`config.mk`:
```
export PLATFORM = sky130hd
export DESIGN_NAME = bba_free_map
export DESIGN_NICKNAME = d
export VERILOG_FILES = /design/src/rtl/bba_free_map.sv
export SDC_FILE = /design/constraint.sdc
export NUM_CORES = 2
export LEC_CHECK = 0
export BUFFER_PORTS_ARGS = -buffer_cell sky130_fd_sc_hd__clkbuf_2
export CORE_MARGIN = 2
export CORE_UTILIZATION = 57
export DETAILED_ROUTE_END_ITERATION = 10
export HOLD_SLACK_MARGIN = 0.05
export PLACE_DENSITY = 0.76
export SLEW_MARGIN = 0
export SYNTH_ARGS = -nofsm -noshare
export SYNTH_HDL_FRONTEND = slang
export SYNTH_SLANG_ARGS = --single-unit
```
`constraint.sdc`:
```
create_clock -name clk -period 5.4 [get_ports clk]
set_input_delay 0.54 -clock clk [delete_from_list [all_inputs] [get_ports clk]]
set_output_delay 0.54 -clock clk [all_outputs]
set_load 0.05 [all_outputs]
```
`src/rtl/bba_free_map.sv`:
```
// Free map memory: one bit per block of every level, packed into rows.
`timescale 1ns / 1ps

module bba_free_map #(
    parameter int ADDR_W = 6,
    parameter int ROW_W  = 64
) (
    input  logic              clk,
    input  logic [ADDR_W-1:0] rd_addr,
    output logic [ROW_W-1:0]  rd_data,
    input  logic              wr_en,
    input  logic [ADDR_W-1:0] wr_addr,
    input  logic [ROW_W-1:0]  wr_data
);

    logic [ROW_W-1:0] mem [2**ADDR_W];

    // Write one row
    always_ff @(posedge clk)
    begin
        if (wr_en)
        begin
            mem[wr_addr] <= wr_data;
        end
    end

    // Registered read
    always_ff @(posedge clk)
    begin
        rd_data <= mem[rd_addr];
    end

endmodule

```
Word-level counts from Yosys, hierarchy flattened. Memory sizes are Yosys's and may differ from the RTL's. A register that Yosys moved wholly into a read port is not among the register bits. Cells that the tools add are included.

Output and inout bits: 64. Register bits after elaboration: 0. Word-level logic and storage cells: 3. Bits of input ports: 78. Memories: 1. Bits in writable memories: 4096.

Muxes and demuxes: 2.

Memories: mem (depth 64, bits a word 64, read ports 1, clocked after memory_dff 1, wr ports 1, line 16) `logic [ROW_W-1:0] mem [2**ADDR_W];`.

Operators with widths (count): two-way mux 1 bit (2).

Depth between registers and ports, before layout.
Depth in word-level cells: 2. Mapped depth: 9.

Least setup slack after synthesis. No wires, ideal clock.

Path type: input port to flip-flop. Start point: input port wr_addr[3]. End point: memory mem[48][0], enable pin. Data required time: 4.836 ns. Cell stages on the path: 4. Arrival time: 5.412 ns. Setup slack: -0.576 ns. Buffers on the path: 1. Path through: clkbuf_1 -> nor2b_1 -> nand4b_1 -> nor3_1.

RTL lines: start, declared (line 12) `input logic [ADDR_W-1:0] wr_addr,`; end, declared (line 16).

Straight into the memory's write port.

==> impl_metrics.py <==
metrics = {
    "run_status": {
        "status": "finished, final reports clean",
    },
    "route": {
        "drc_errors": 0,
        "viasPerCell": 7.11,
        "wirelength_um": 419000,
        "drt-pass1-iter-count": 6,
        "drt_iter0_markers": 12600,
        "wl_per_cell_um": 38.4,
        "num_vias": 77600,
        "ant_nets": 0,
    },
    "grt": {
        "grt_pass1_wl_um": 591000,
        "antenna_found_initial": 23,
        "grt_max_degree": 94,
        "grt_pass1_vias": 78700,
        "grt_usage": 0.302,
        "gr-total-overflow": 0,
    },
    "synthesis": {
        "ys.warnings.count": 0,
        "netlist_instances": 6598,
        "synth_seq_cells": 4160,
        "ys_top_cells_by_area": "edfxtp_1 (79%), mux4_2 (15%), mux2i_1 (0.86%)",
        "ys_types": 33,
        "async_flop_share": 0,
        "syn_avg_cell_area_um2": 23.7,
        "synth-main-ff-cell": "edfxtp_1",
        "yosysMostFrequentCell": "edfxtp_1",
        "synth.largest_area_cell": "edfxtp_1",
        "yosysSeqAreaShare": 0.795,
        "synth_nets": 6676,
        "synth-edff-count": 4096,
        "yosys-top-cells-count": "edfxtp_1 (4,096), mux4_2 (1,024), buf_2 (170)",
        "netlist.area_leader.share": 0.787,
        "syn_area_mm2": 0.156,
    },
    "place": {
        "gp_congestion": 0.846,
        "dp_cells": 10200,
        "numPortBuffers": 141,
        "placed_cell_area_mm2": 0.163,
        "dpl.hpwl_um": 214000,
    },
    "setup_path": {
        "worstSetupPathType": "in -> reg",
        "cp_common_cell": "buf_12",
        "crit_path_max_fanout": 79,
        "worstPathArrival_ns": 3.78,
        "max_stage_delay_ns": 0.71,
        "cp_data_required_time_ns": 6.13,
        "cp_cell_sequence": "buf_12 > buf_12 > mux4_2 > mux2i_1 > nand2_1 > a41oi_1 > a211oi_1",
        "crit_slowest_cell": "a41oi_1",
        "end_kind": "flop",
        "worst_setup_path_start_kind": "input port",
    },
    "floorplanning": {
        "rows": 192,
        "core_mm2": 0.273,
        "io_pins": 142,
        "start_util": 0.572,
        "die_y_um": 528,
        "die-area_mm2": 0.278,
        "dieWidth_um": 528,
    },
    "power_and_ir_drop": {
        "power.share.combinational": 0.049,
        "p_int_uw": 53000,
        "p_leak_uw": 0.0550,
        "powerDensity_mw_per_mm2": 383,
        "p_sw_frac": 0.213,
        "p_seq_frac": 0.534,
        "vdd_drop_max_mv": 0.349,
        "power.clock.fraction": 0.417,
        "switchingPower_uw": 14300,
    },
    "clocking": {
        "postCtsHoldBufs": 0,
        "clkLatencyLatePin_ns": 0.95,
        "cts_buffers": 395,
        "htree_levels": 5,
        "post_cts_resized": 0,
        "cts_setup_buffers": 0,
        "cts_sinks": 4160,
        "clock_tree.buffer_depth": 4,
        "cts_tree": "done",
        "root_buffer": "clkbuf_16",
        "clk_pin_slew_worst_paths_ns": 0.06,
    },
    "timing": {
        "finalCriticalPeriod_ns": 3.05,
        "fin_setup_tns_ns": 0,
        "timing.final.crit_share": 0.564,
        "final-setup-viol-count": 0,
        "maxSlewViolCount": 0,
        "skew_ns": 0.0974,
        "rsz0062_at_grt": "no",
        "relSlewSlack": 0.0938,
        "fmaxAchievable_mhz": 328,
        "tightest_slew_ns": 1.36,
        "hold_viol_final": 0,
    },
    "layout": {
        "n_fill_cell": 16400,
        "syn2layout_area_growth_pct": 12.6,
        "nNetsFinal": 7072,
        "register_area_mm2": 0.124,
        "final_util": 0.644,
        "final_layout_size_suffix_gt1_frac": 0.284,
        "fin_area_mm2": 0.176,
        "layout.cells.non_filler": 10900,
        "multi_input_area_mm2": 0.0308,
    },
    "flow_run": {
        "maxCapViolCount": 0,
    },
    "min_path": {
        "hold_path_class": "in -> reg",
    },
}
layout make-up:
type	count	share of cell area
well taps	3589	0.0255
multi-input cells	2049	0.175
clock inverters	233	0.0147
inverters	19	0.000405
flip-flops and latches	4160	0.706
diodes	13	0.000185
repair buffers	369	0.0188
clock buffers	479	0.0592
state kept, by name (all words and copies together) (netlist names):
name	flops
rd_data	64
mem	4096
worst max-delay path, delay by kind of cell:
kind | cells | cell delay (ns)
AND/OR/NAND/NOR | 1 | 0.17
buffers and inverters | 2 | 0.97
multiplexers | 2 | 0.83
AO/OA/AOI/OAI | 2 | 0.94
per-stage QoR:
step	power (uW)	hold slack [ns]	worst slack, ns
floorplan	38400	0.639	0.830
CTS	67500	0.210	2.43
global placement	39800	0.829	1.50
detailed placement	39900	0.834	1.46
finish	67300	0.297	2.35
global route	68700	0.276	2.24
power groups by stage:
stage                     combinational [uW]  sequential [uW]  clock, uW
after floorplan                         1670            36800          0
after global placement                  3140            36600          0
after detailed placement                3220            36600          0
after CTS                               3270            36000      28200
after global routing                    3430            36000      29400
final                                   3290            36000      28100
cell usage in the layout, fill, tap and decap left out, types with 5 or more instances in the layout:
master,synthesis,layout
mux2i_1,135,135
clkinv_1,0,67
clkbuf_16,0,399
buf_12,0,67
nand2b_1,11,9
bufinv_16,0,49
clkbuf_1,140,66
a2bb2oi_1,19,19
inv_16,0,5
clkinvlp_4,0,16
o221ai_1,38,38
and3_1,64,64
nand2_1,58,56
a41oi_1,26,26
nor2_1,112,47
nor2_4,0,65
o22ai_1,83,83
inv_1,19,19
mux4_2,1024,1024
edfxtp_1,4096,4096
clkbuf_8,0,14
nand3_1,45,45
inv_6,0,9
a211oi_1,63,62
clkbuf_2,0,138
a31oi_1,18,18
clkinv_8,0,6
a22o_1,88,88
clkinv_2,0,76
a22oi_1,168,168
diode_2,0,13
or2_2,28,28
buf_4,34,160
nor2b_1,28,24
or3_1,29,29
dfxtp_1,64,64
metal layers:
metal / track usage / vias up / wire length (um) / part of all wire
li1: - / 29200 / - / -
met1: 0.403 / 40800 / 140000 / 0.33
met2: 0.481 / 6402 / 203000 / 0.48
met3: 0.0697 / 1178 / 53800 / 0.13
met4: 0.137 / 10 / 22200 / 0.053
met5: 0 / - / 53 / 0.00013
kinds of logic (layout without fill, tap and decap cells):
| family | Yosys count | count (layout) | synth area share |
|---|---|---|---|
| AND/OR/NAND/NOR | 386 | 386 | 0.0124 |
| AO/OA/AOI/OAI | 504 | 504 | 0.0248 |
| multiplexers | 1159 | 1159 | 0.156 |
| flip-flops | 4160 | 4160 | 0.795 |
| other | 0 | 13 | 0 |
| buffers and inverters | 389 | 1100 | 0.0118 |
path summary, 6_finish.rpt:
path / start / endpoint / slack (ns) / cells after the start
max: rd_addr[0] / rd_data[29] / 2.35 / 7
min: wr_addr[1] / mem[49][28] / 0.30 / 2
max reg2reg: mem[44][29] / rd_data[29] / 3.01 / 5
min reg2reg: mem[61][0] / rd_data[0] / 0.84 / 4
(Power assumes the default switching activity.)
